## src/pmc_pkg.sv

```systemverilog
package pmc_pkg;

  localparam int unsigned ENTRIES_DEF = 16;
  localparam logic [31:0] PROBE_INTERVAL_RST = 32'd600000;

  localparam int unsigned PLATEAUS = 11;
  localparam logic [15:0] MIN_MTU = 16'd68;
  localparam logic [15:0] PLATEAU [PLATEAUS] = '{
    16'd65535, 16'd32000, 16'd17914, 16'd8166, 16'd4352, 16'd2002,
    16'd1492, 16'd1006, 16'd508, 16'd296, 16'd68
  };

  typedef enum logic [1:0] {
    FN_UPDATE     = 2'd0,
    FN_LOOKUP     = 2'd1,
    FN_NEXT_LOWER = 2'd2
  } pmc_func_t;

  typedef enum logic [1:0] {
    ST_IDLE,
    ST_SCAN,
    ST_RESP
  } pmc_state_t;

  typedef struct packed {
    logic [31:0] key;
    logic [15:0] mtu;
    logic [31:0] stamp;
  } pmc_entry_t;

  typedef struct packed {
    logic        status;
    logic        hit;
    logic [15:0] mtu_out;
    logic        probe_due;
  } pmc_rsp_t;

  function automatic logic [15:0] lower_plateau(input logic [15:0] cur);
    logic [15:0] res;
    logic        found;
    res   = MIN_MTU;
    found = 1'b0;
    for (int i = 0; i < PLATEAUS; i++) begin
      if (!found && (PLATEAU[i] < cur)) begin
        res   = PLATEAU[i];
        found = 1'b1;
      end
    end
    return res;
  endfunction

endpackage

```

## src/pmc_if.sv

```systemverilog
interface pmc_req_if;
  logic        valid;
  logic        ready;
  logic [1:0]  func;
  logic [31:0] dest;
  logic [15:0] mtu;
  logic [31:0] now;

  modport source (output valid, output func, output dest, output mtu, output now,
                  input ready);
  modport sink   (input valid, input func, input dest, input mtu, input now,
                  output ready);
endinterface

interface pmc_rsp_if;
  logic        valid;
  logic        ready;
  logic        status;
  logic        hit;
  logic [15:0] mtu_out;
  logic        probe_due;

  modport source (output valid, output status, output hit, output mtu_out,
                  output probe_due, input ready);
  modport sink   (input valid, input status, input hit, input mtu_out,
                  input probe_due, output ready);
endinterface

```

## src/pmc_table.sv

```systemverilog
module pmc_table #(
  parameter int unsigned ENTRIES = pmc_pkg::ENTRIES_DEF,
  localparam int unsigned IDX_W = (ENTRIES > 1) ? $clog2(ENTRIES) : 1
) (
  input  logic                clk,
  input  logic                wr_en,
  input  logic [IDX_W-1:0]    wr_addr,
  input  pmc_pkg::pmc_entry_t wr_data,
  input  logic [IDX_W-1:0]    rd_addr,
  output pmc_pkg::pmc_entry_t rd_data
);

  pmc_pkg::pmc_entry_t mem [ENTRIES];

  always_ff @(posedge clk) begin
    if (wr_en) begin
      mem[wr_addr] <= wr_data;
    end
    rd_data <= mem[rd_addr];
  end

endmodule

```

## src/pmc_seq.sv

```systemverilog
module pmc_seq #(
  parameter int unsigned ENTRIES = pmc_pkg::ENTRIES_DEF,
  localparam int unsigned IDX_W = (ENTRIES > 1) ? $clog2(ENTRIES) : 1,
  localparam int unsigned CNT_W = $clog2(ENTRIES + 1)
) (
  input  logic                clk,
  input  logic                rst,
  pmc_req_if.sink             req,
  pmc_rsp_if.source           rsp,
  input  logic [31:0]         probe_period,
  output logic [IDX_W-1:0]    rd_addr,
  input  pmc_pkg::pmc_entry_t rd_data,
  output logic                wr_en,
  output logic [IDX_W-1:0]    wr_addr,
  output pmc_pkg::pmc_entry_t wr_data,
  output logic [CNT_W-1:0]    count
);

  pmc_pkg::pmc_state_t state, state_next;
  logic [1:0]          func_q;
  logic [31:0]         dest_q;
  logic [15:0]         mtu_q;
  logic [31:0]         now_q;
  logic [CNT_W-1:0]    idx;
  logic                cmp_valid;
  logic [IDX_W-1:0]    cmp_idx;
  pmc_pkg::pmc_rsp_t   res;

  logic        match;
  logic        scan_done;
  logic        full;
  logic [31:0] elapsed;
  logic        due;
  logic        is_update;
  logic        req_scan;

  assign match     = cmp_valid && (rd_data.key == dest_q);
  assign scan_done = match || (idx == count);
  assign full      = (count == CNT_W'(ENTRIES));
  assign elapsed   = now_q - rd_data.stamp;
  assign due       = (elapsed >= probe_period);
  assign is_update = (func_q == 2'(pmc_pkg::FN_UPDATE));
  assign req_scan  = (req.func == 2'(pmc_pkg::FN_UPDATE)) ||
                     (req.func == 2'(pmc_pkg::FN_LOOKUP));

  always_comb begin
    state_next = state;
    unique case (state)
      pmc_pkg::ST_IDLE: begin
        if (req.valid) begin
          state_next = req_scan ? pmc_pkg::ST_SCAN : pmc_pkg::ST_RESP;
        end
      end
      pmc_pkg::ST_SCAN: begin
        if (scan_done) begin
          state_next = pmc_pkg::ST_RESP;
        end
      end
      pmc_pkg::ST_RESP: begin
        if (rsp.ready) begin
          state_next = pmc_pkg::ST_IDLE;
        end
      end
      default: state_next = pmc_pkg::ST_IDLE;
    endcase
  end

  always_comb begin
    req.ready     = (state == pmc_pkg::ST_IDLE);
    rsp.valid     = (state == pmc_pkg::ST_RESP);
    rsp.status    = res.status;
    rsp.hit       = res.hit;
    rsp.mtu_out   = res.mtu_out;
    rsp.probe_due = res.probe_due;
    rd_addr       = idx[IDX_W-1:0];
    wr_en         = (state == pmc_pkg::ST_SCAN) && scan_done && is_update &&
                    (match || !full);
    wr_addr       = match ? cmp_idx : count[IDX_W-1:0];
    wr_data.key   = dest_q;
    wr_data.mtu   = mtu_q;
    wr_data.stamp = now_q;
  end

  always_ff @(posedge clk) begin
    if (rst) begin
      state     <= pmc_pkg::ST_IDLE;
      count     <= '0;
      cmp_valid <= 1'b0;
      idx       <= '0;
    end else begin
      state <= state_next;
      unique case (state)
        pmc_pkg::ST_IDLE: begin
          if (req.valid) begin
            func_q    <= req.func;
            dest_q    <= req.dest;
            mtu_q     <= req.mtu;
            now_q     <= req.now;
            idx       <= '0;
            cmp_valid <= 1'b0;
            res       <= '{status: 1'b0, hit: 1'b0,
                          mtu_out: (req.func == 2'(pmc_pkg::FN_NEXT_LOWER)) ?
                                   pmc_pkg::lower_plateau(req.mtu) : 16'd0,
                          probe_due: 1'b0};
          end
        end
        pmc_pkg::ST_SCAN: begin
          if (scan_done) begin
            cmp_valid <= 1'b0;
            if (is_update) begin
              res <= '{status: !match && full, hit: match, mtu_out: 16'd0,
                       probe_due: 1'b0};
              if (!match && !full) begin
                count <= count + CNT_W'(1);
              end
            end else begin
              res <= '{status: 1'b0, hit: match,
                       mtu_out: match ? rd_data.mtu : 16'd0,
                       probe_due: match && due};
            end
          end else begin
            idx       <= idx + CNT_W'(1);
            cmp_valid <= 1'b1;
            cmp_idx   <= idx[IDX_W-1:0];
          end
        end
        pmc_pkg::ST_RESP: begin
        end
        default: begin
        end
      endcase
    end
  end

endmodule

```

## src/path_mtu_cache.sv

```systemverilog
// Path MTU table, keyed by 32-bit destination address.
// req channel: one beat per operation (func, dest, mtu, now). func selects
//   update, lookup or next-lower plateau; other codes answer all zeros.
// rsp channel: one beat per request (status, hit, mtu_out, probe_due).
// cfg_we/cfg_wdata write the probe period; write only while the block is idle.
// One request at a time: req.ready is high only in idle, so no request is
// taken while one is in work or a response is pending. Update and lookup scan
// the table one entry per cycle through the registered read port of the entry
// memory, first match wins. A miss scans all stored entries before the
// response beat is offered, and a match ends the scan at that entry;
// next-lower and undefined codes go straight from idle to the response.
// Response beats hold in the output register while rsp.ready is low, and no
// new request is taken until that beat leaves.
// Reset empties the table at once (entry count to zero, no clearing pass)
// and sets the probe period to 600000 ticks.
module path_mtu_cache #(
  parameter int unsigned ENTRIES = pmc_pkg::ENTRIES_DEF,
  localparam int unsigned IDX_W = (ENTRIES > 1) ? $clog2(ENTRIES) : 1,
  localparam int unsigned CNT_W = $clog2(ENTRIES + 1)
) (
  input  logic        clk,
  input  logic        rst,
  pmc_req_if.sink     req,
  pmc_rsp_if.source   rsp,
  input  logic        cfg_we,
  input  logic [31:0] cfg_wdata
);

  logic [31:0]         probe_period;
  logic [IDX_W-1:0]    rd_addr;
  pmc_pkg::pmc_entry_t rd_data;
  logic                wr_en;
  logic [IDX_W-1:0]    wr_addr;
  pmc_pkg::pmc_entry_t wr_data;
  logic [CNT_W-1:0]    count;

  always_ff @(posedge clk) begin
    if (rst) begin
      probe_period <= pmc_pkg::PROBE_INTERVAL_RST;
    end else if (cfg_we) begin
      probe_period <= cfg_wdata;
    end
  end

  pmc_table #(.ENTRIES(ENTRIES)) u_table (
    .clk     (clk),
    .wr_en   (wr_en),
    .wr_addr (wr_addr),
    .wr_data (wr_data),
    .rd_addr (rd_addr),
    .rd_data (rd_data)
  );

  pmc_seq #(.ENTRIES(ENTRIES)) u_seq (
    .clk          (clk),
    .rst          (rst),
    .req          (req),
    .rsp          (rsp),
    .probe_period (probe_period),
    .rd_addr      (rd_addr),
    .rd_data      (rd_data),
    .wr_en        (wr_en),
    .wr_addr      (wr_addr),
    .wr_data      (wr_data),
    .count        (count)
  );

  a_ready_no_pending: assert property (@(posedge clk) disable iff (rst)
    req.ready |-> !rsp.valid)
    else $error("request taken while a response is pending");

  a_busy_after_accept: assert property (@(posedge clk) disable iff (rst)
    (req.valid && req.ready) |=> !req.ready)
    else $error("ready still high after accept");

  a_count_bound: assert property (@(posedge clk) disable iff (rst)
    count <= CNT_W'(ENTRIES))
    else $error("entry count beyond table depth");

  a_full_no_hit: assert property (@(posedge clk) disable iff (rst)
    (rsp.valid && rsp.status) |-> (!rsp.hit && count == CNT_W'(ENTRIES)))
    else $error("full status with hit or free slot");

  a_due_needs_hit: assert property (@(posedge clk) disable iff (rst)
    (rsp.valid && rsp.probe_due) |-> rsp.hit)
    else $error("probe due without hit");

endmodule

```

## src/flat_wrapper.sv

```systemverilog
// flat-port wrapper written by rule: the top's interface ports become plain ports
module path_mtu_cache_flat 
#(
  parameter int unsigned ENTRIES = pmc_pkg::ENTRIES_DEF,
  localparam int unsigned IDX_W = (ENTRIES > 1) ? $clog2(ENTRIES) : 1,
  localparam int unsigned CNT_W = $clog2(ENTRIES + 1)
)
  (clk, rst, cfg_we, cfg_wdata, req_valid, req_func, req_dest, req_mtu, req_now, req_ready, rsp_valid, rsp_status, rsp_hit, rsp_mtu_out, rsp_probe_due, rsp_ready);
  pmc_req_if req_i ();
  pmc_rsp_if rsp_i ();
  input  logic clk;
  input  logic rst;
  input  logic cfg_we;
  input  logic [31:0] cfg_wdata;
  input wire logic [$bits(req_i.valid)-1:0] req_valid;
  input wire logic [$bits(req_i.func)-1:0] req_func;
  input wire logic [$bits(req_i.dest)-1:0] req_dest;
  input wire logic [$bits(req_i.mtu)-1:0] req_mtu;
  input wire logic [$bits(req_i.now)-1:0] req_now;
  output wire logic [$bits(req_i.ready)-1:0] req_ready;
  output wire logic [$bits(rsp_i.valid)-1:0] rsp_valid;
  output wire logic [$bits(rsp_i.status)-1:0] rsp_status;
  output wire logic [$bits(rsp_i.hit)-1:0] rsp_hit;
  output wire logic [$bits(rsp_i.mtu_out)-1:0] rsp_mtu_out;
  output wire logic [$bits(rsp_i.probe_due)-1:0] rsp_probe_due;
  input wire logic [$bits(rsp_i.ready)-1:0] rsp_ready;
  assign req_i.valid = req_valid;
  assign req_i.func = req_func;
  assign req_i.dest = req_dest;
  assign req_i.mtu = req_mtu;
  assign req_i.now = req_now;
  assign req_ready = req_i.ready;
  assign rsp_valid = rsp_i.valid;
  assign rsp_status = rsp_i.status;
  assign rsp_hit = rsp_i.hit;
  assign rsp_mtu_out = rsp_i.mtu_out;
  assign rsp_probe_due = rsp_i.probe_due;
  assign rsp_i.ready = rsp_ready;
  path_mtu_cache #(.ENTRIES(ENTRIES)) u_core (.clk(clk), .rst(rst), .req(req_i), .rsp(rsp_i), .cfg_we(cfg_we), .cfg_wdata(cfg_wdata));
endmodule
```

## config.mk

```make
export PLATFORM = sky130hd
export DESIGN_NAME = path_mtu_cache_flat
export DESIGN_NICKNAME = d
export VERILOG_FILES = /design/src/pmc_pkg.sv /design/src/pmc_if.sv /design/src/pmc_table.sv /design/src/pmc_seq.sv /design/src/path_mtu_cache.sv /design/src/flat_wrapper.sv
export SDC_FILE = /design/constraint.sdc
export NUM_CORES = 1
export LEC_CHECK = 0
export ABC_AREA = 0
export BUFFER_PORTS_ARGS = -buffer_cell sky130_fd_sc_hd__buf_2
export CAP_MARGIN = 30
export CORE_UTILIZATION = 55
export CTS_CLUSTER_DIAMETER = 40
export DETAILED_ROUTE_END_ITERATION = 10
export GPL_TIMING_DRIVEN = 0
export PLACE_DENSITY_LB_ADDON = 0.2
export SETUP_SLACK_MARGIN = 0.5
export SLEW_MARGIN = 5
export SYNTH_ARGS = -nofsm -noshare
export SYNTH_HDL_FRONTEND = slang
export SYNTH_SLANG_ARGS = --single-unit
```

## constraint.sdc

```tcl
create_clock -name clk -period 5.9 [get_ports clk]
set_input_delay 0.295 -clock clk [delete_from_list [all_inputs] [get_ports clk]]
set_output_delay 0.295 -clock clk [all_outputs]
set_load 0.005 [all_outputs]
```

======== Word level (Yosys, flattened, before mapping) ========
Memory sizes are Yosys's and may differ from the RTL's. A register that Yosys moved wholly into a read port is not among the register bits.
Index checks and enable logic that the tools add are counted.
word-level totals
  word-level logic and storage cells ...... 157
  bits of input ports ..................... 119
  output and inout port bits .............. 21
  memories kept ........................... 1
  register bits after elaboration ......... 150
  bits in writable memories ............... 1,280
memory list
  name                words  bits a word  read ports  clocked after memory_dff  wr ports  RTL line         RTL
  u_core.u_table.mem  16     80           1           1                         1         pmc_table.sv:13  pmc_pkg::pmc_entry_t mem [ENTRIES];
cells by class
  equal/unequal tests ..................... 11
  reductions and logical operators ........ 43
  add/sub/neg operators ................... 3
  order comparisons ....................... 12
  bitwise operators ....................... 2
  muxes and demuxes ....................... 71
operators by type and width
  kind                                                 count
  two-way mux 16 bit                                   13
  two-way mux 19 bit                                   3
  two-way mux 1 bit                                    44
  case mux 19 bit (2 select lines)                     1
  equality test 32 bit                                 1
  >= comparator 32 bit                                 1
  < comparator 11 x 16 -> 1 bit, first input constant  2
  < comparator 13 x 16 -> 1 bit, first input constant  2
  < comparator 15 x 16 -> 1 bit, first input constant  2
  < comparator 9 x 16 -> 1 bit, first input constant   2
  subtractor 32 bit                                    1
  logical AND 1 bit                                    17
  < comparator 10 x 16 -> 1 bit, first input constant  1
  < comparator 16 bit, first input constant            1
  < comparator 7 x 16 -> 1 bit, first input constant   1
  logical NOT 1 bit                                    12
  AND reduction 3 bit                                  4
  adder 5 x 1 -> 5 bit, second input constant          2
  two-way mux 5 bit                                    2
  case mux 5 bit (2 select lines)                      1
  two-way mux 2 bit                                    4
  AND reduction 4 bit                                  2
  logical NOT 2 bit                                    3
  != test 2 bit, second input constant                 3
  other kinds (12)                                     17

======== Logic depth before layout (Yosys ltp) ========
  depth in word-level cells ............... 65
  gate-level depth with buffers ........... 21
  depth with buffers taken out ............ 21

======== Hierarchy ========
A second synthesis with hierarchy kept.
unflattened totals
  cells, all modules ...................... 2,893
  area total of the unflattened synthesis .. 58,127.0 µm²
by module, submodules not included
  module          times used  cells an instance  seq. area each (µm²)  area each (µm²)
  pmc_table       1           2,054              40,038.4              49,422.4
  pmc_seq         1           736                3,413.3               7,532.2
  path_mtu_cache  1           103                640.6                 1,172.4

======== Worst setup path after synthesis ========
OpenSTA, ideal clock, no wires.
  path type ............................... register to register
  start point ............................. register u_core.u_seq.dest_q[28]
  end point ............................... memory u_core.u_table.mem[7][0] (netlist name) (enable)
  buffers on the path ..................... 3
  period minus slack after synthesis ...... 6.460 ns
  path slack .............................. -0.560 ns
  data required time ...................... 5.355 ns
  data arrival time ....................... 5.915 ns
  library setup time ...................... 0.545 ns
  cell stages (with the launch flop) ...... 10
  cell sequence ........................... edfxtp_1 -> xnor2_1 -> nand4_1 -> nor4_1 -> and3_1 -> clkbuf_1 -> clkbuf_1 -> clkbuf_1 -> nand4_1 -> a21oi_1
between the ends
  longest elaborated chain between the ends .. 8
  elaborated cells on any way between the ends .. 10
  classes of those cells .................. eq/ne: 1; mux: 3; reduce/logical: 6
RTL lines
  element                                  RTL line         RTL
  from (decl)                              pmc_seq.sv:21    logic [31:0] dest_q;
  from (signal assigned)                   pmc_seq.sv:96    dest_q <= req.dest;
  equality test 32 bit (*)                 pmc_seq.sv:37    assign match = cmp_valid && (rd_data.key == dest_q);
  logical AND 1 bit (*)                    pmc_seq.sv:37
  logical OR 1 bit                         pmc_seq.sv:38    assign scan_done = match || (idx == count);
  logical AND 1 bit (3 in series)          pmc_seq.sv:76    wr_en = (state == pmc_pkg::ST_SCAN) && scan_done && is_update &&
  two-way mux 1 bit                        pmc_table.sv:16  if (wr_en) begin
  two-way mux 1 bit (implied by the code)  pmc_table.sv:17  mem[wr_addr] <= wr_data;
  to (decl)                                pmc_table.sv:13
Mark *: on every way between the ends. The rest lies on a longest branch, timed or not.

======== Final worst setup path ========
  start point ............................. register u_core.u_seq.now_q[0]
  end point ............................... register u_core.u_seq.res, in the netlist u_core.u_seq.rsp.probe_due (data pin)
between the ends
  longest elaborated chain between the ends .. 6
RTL lines
  element                           RTL line        RTL
  from (decl)                       pmc_seq.sv:23   logic [31:0] now_q;
  from (signal assigned)            pmc_seq.sv:98   now_q <= req.now;
  subtractor 32 bit                 pmc_seq.sv:40   assign elapsed = now_q - rd_data.stamp;
  >= comparator 32 bit              pmc_seq.sv:41   assign due = (elapsed >= probe_period);
  logical AND 1 bit                 pmc_seq.sv:119  probe_due: match && due};
  two-way mux 19 bit                pmc_seq.sv:110  if (is_update) begin
  two-way mux 19 bit                pmc_seq.sv:108  if (scan_done) begin
  case mux 19 bit (2 select lines)  pmc_seq.sv:92   unique case (state)
  to (signal assigned)              pmc_seq.sv:101  res <= '{status: 1'b0, hit: 1'b0,
  to (signal assigned)              pmc_seq.sv:111  res <= '{status: !match && full, hit: match, mtu_out: 16'd0,
  to (signal assigned)              pmc_seq.sv:117  res <= '{status: 1'b0, hit: match,
  to (decl)                         pmc_seq.sv:27   pmc_pkg::pmc_rsp_t res;
No other way between the ends. The select of a mux whose other input is x is not followed.
A chain may end at the register's enable or synchronous reset.

==> flow_summary.ini <==
[drt]
drt-pass1-iter-count = 8
initialDrtViolationCount = 3583
viasPerCell = 6.266
ant_nets = 0
wirelength_mm = 143.1
drc = 0
wl_per_cell_um = 29.85
route.vias.total = 30050

[worst_setup_path]
cp.required_ns = 6.47
r2r_slack_ns = 0.86
r2r_end = u_core.u_seq.rsp.probe_due$_SDFFCE_PP0P_
cp.arrival_ns = 5.61
cp-start-kind = register
r2r_start = u_core.u_seq.now_q[0]$_DFFE_PP_
worstSetupPathType = reg -> reg
r2r_cells = 16
cp-end-kind = register
cp_max_fo = 7

[status]
status = finished, final reports clean

[synthesis]
netlist.area_leader.share_pct = 71.56
synthCells = 2692
synth_seq_cells = 1510
synth_area_leader_cell = edfxtp_1
netlist-cell-type-count = 74
synthTopCellsByArea = edfxtp_1, mux4_2, dfxtp_1
ys_warn_count = 0
synth_edf_count = 1385
synth.yosys.seq_area_share_pct = 75.86
synth_nets = 2878
dominantRegCellSynth = edfxtp_1
synthesis.area_um2 = 58120
async_reset_ff_share_pct = 0
avgSynthCellArea_um2 = 21.59

[clock_network]
clock_tree.htree_level_count = 4
cts_root_buffer = clkbuf_16
numCtsBuffers = 172
cts_tree = done
path_clk_slew_ns = 0.06
cts.sink_count = 1510
clock_path_buffers = 3
worst_skew_pair.late_latency_ns = 0.77

[floorplan]
start_util_pct = 55.84
die_area_um2 = 107000
std_cell_rows = 118
die_y_um = 327.1
die_w_um = 327.1
core_area_um2 = 104100
io_pins = 140

[power]
leakage_nw = 23.03
irDropWorstVdd_uv = 287.2
power_mw = 23.29
p_per_area_nw_per_um2 = 329.1

[layout]
final_common_cell = edfxtp_1
drive_gt1_share_pct = 29.84
postLayoutCoreUtil_pct = 67.99
areaGrowthSynthToFinish_pct = 21.76
diodes = 0
final_cell_mix = edfxtp_1, mux4_2, clkbuf_16
nets = 3451

[global_routing]
grt_overflow_total = 0
grt_pass1_wl_mm = 207.6
grt_pass1_vias = 31300
antenna_found_initial = 1
grt_max_degree = 21
grt_util_all_layers_pct = 27.25

[placement]
dp_hpwl_mm = 89.88
gp_congestion = 0.8427
io_buffer_count = 137
pre_cts_ws_ns = 0.4031

[sta]
setup_viol = 0
fin_ws_ns = 0.8563
finalSetupTns_ns = 0
fin_skew_ns = 0.03132
relSlewSlack_pct = 30.99
fmax_ghz = 0.1983
slew_violations = 0
worstMarginPinSlew_ns = 1.035
period_minus_slack_ns = 5.044
rsz0062_at_grt = no
period_share_pct = 85.49
hold_viol_final = 0

[hold_path]
whs_path_depth = 4
min_from = cfg_we
worstHoldPathType = in -> reg
hold-path-endpoint = u_core.probe_period[13]$_SDFFE_PP1P_

[flow_run]
maxCapViolCount = 0
-- state kept, by name (all words and copies together) (netlist names) --
| name | flops |
|---|---|
| u_core.u_table.mem | 1280 |
| u_core.u_table.rd_data | 80 |
| u_core.probe_period | 32 |
| u_core.u_seq.dest_q | 32 |
| u_core.u_seq.now_q | 32 |
| u_core.u_seq.mtu_q | 16 |
| u_core.u_seq.rsp.mtu_out | 16 |
| u_core.u_seq.count | 5 |
| u_core.u_seq.idx | 5 |
| u_core.u_seq.cmp_idx | 4 |
| u_core.u_seq.func_q | 2 |
| u_core.u_seq.state | 2 |
| u_core.u_seq.cmp_valid | 1 |
| u_core.u_seq.rsp.hit | 1 |
| u_core.u_seq.rsp.probe_due | 1 |
| u_core.u_seq.rsp.status | 1 |
-- metal layers --
metal  up-vias  routed length, um  track usage [%]
met5         -                  0                0
met4         0               3889            9.021
met3       265              11540            5.062
met2      1625              72960            46.05
met1     15750              54730            36.02
li1      12410                  -                -
-- how the worst max path moves through the flow --
stage,start,end,slack (ns),depth (start not counted)
CTS,u_core.u_seq.now_q[0]$_DFFE_PP_,u_core.u_seq.rsp.probe_due$_SDFFCE_PP0P_,0.70,16
global route,u_core.u_seq.now_q[18]$_DFFE_PP_,u_core.u_seq.rsp.probe_due$_SDFFCE_PP0P_,0.55,17
detailed placement,u_core.u_seq.now_q[0]$_DFFE_PP_,u_core.u_seq.rsp.probe_due$_SDFFCE_PP0P_,0.40,16
floorplan,u_core.u_seq.dest_q[17]$_DFFE_PP_,u_core.u_table.mem[10][0]$_DFFE_PP_,0.27,9
global placement,u_core.u_seq.dest_q[22]$_DFFE_PP_,u_core.u_table.mem[10][67]$_DFFE_PP_,-5.42,8
finish,u_core.u_seq.now_q[0]$_DFFE_PP_,u_core.u_seq.rsp.probe_due$_SDFFCE_PP0P_,0.86,16
-- metrics by stage --
stage | cell area (um^2) | hold slack (ns) | std cells
after detailed placement | 63470 | 0.4603 | 4341
after CTS | 70620 | 0.05100 | 4781
after global placement | 60580 | 0.4538 | 4209
after floorplan | 58170 | 0.3939 | 2692
after global routing | 70770 | 0.1433 | 4795
final | 70770 | 0.08687 | 4795
-- final cells by class --
class / instances / area [um^2]
clock buffer: 210 / 4768
multi-input combinational: 998 / 13490
fill: 6335 / 33320
tap: 1380 / 1727
inverter: 74 / 277.8
timing repair buffer: 399 / 4762
buffer: 110 / 446.7
clock inverter: 114 / 1204
sequential: 1510 / 44090
-- cell families after synthesis --
| group | synth area share [%] |
|---|---|
| DFF | 75.86 |
| muxes | 15.98 |
| and+or+nand+nor | 2.235 |
| AOI/OAI and AO/OA | 2.166 |
| buffers and inverters | 1.246 |
| xor gates and xnor gates | 1.055 |
| adders and majority gates | 1.455 |
-- power breakdown --
group	internal [mW]	switching (mW)
Clock	6.51	4.44
Combinational	0.240	0.265
Sequential	11.7	0.122
Total	18.5	4.82
-- critical path, stage by stage, from the launching register on --
cell       delay (ns)
edfxtp_1         0.51
inv_1            0.11
ha_1             0.23
inv_1            0.08
fa_1             0.41
a21o_1           0.21
a221oi_2         0.41
a22oi_1          0.26
a31oi_2          0.40
o21ai_0          0.27
xor2_1           0.23
ha_1             0.34
nand4_1          0.09
nor2_1           0.24
o2111ai_1        0.34
a211oi_1         0.37
o31a_1           0.32
-- timing repair --
action | in CTS | in global routing
resized for setup | 2 | 0
setup endpoints to repair | 1 | 1
endpoints found under the hold margin | 117 | 4
gates cloned | 0 | 0
buffers inserted | 0 | 8
hold buffers | 116 | 1
-- Yosys cell counts (5+ instances only) --
library cell,number
inv_1,73
and2_1,7
nand4_1,27
nor2b_1,11
a21oi_1,55
nor4_1,7
xor2_1,21
or3_1,7
nor2_1,77
nor3_1,10
dfxtp_1,125
nand2b_1,5
o21ai_0,22
and3_1,11
o211ai_1,11
mux2i_1,28
xnor2_1,49
nand3b_1,8
a31oi_1,10
a21o_1,38
clkbuf_1,65
nand3_1,19
buf_1,37
edfxtp_1,1385
a22oi_1,8
mux4_2,400
ha_1,66
nand2_1,37
Power figures use the tool's default switching activity.
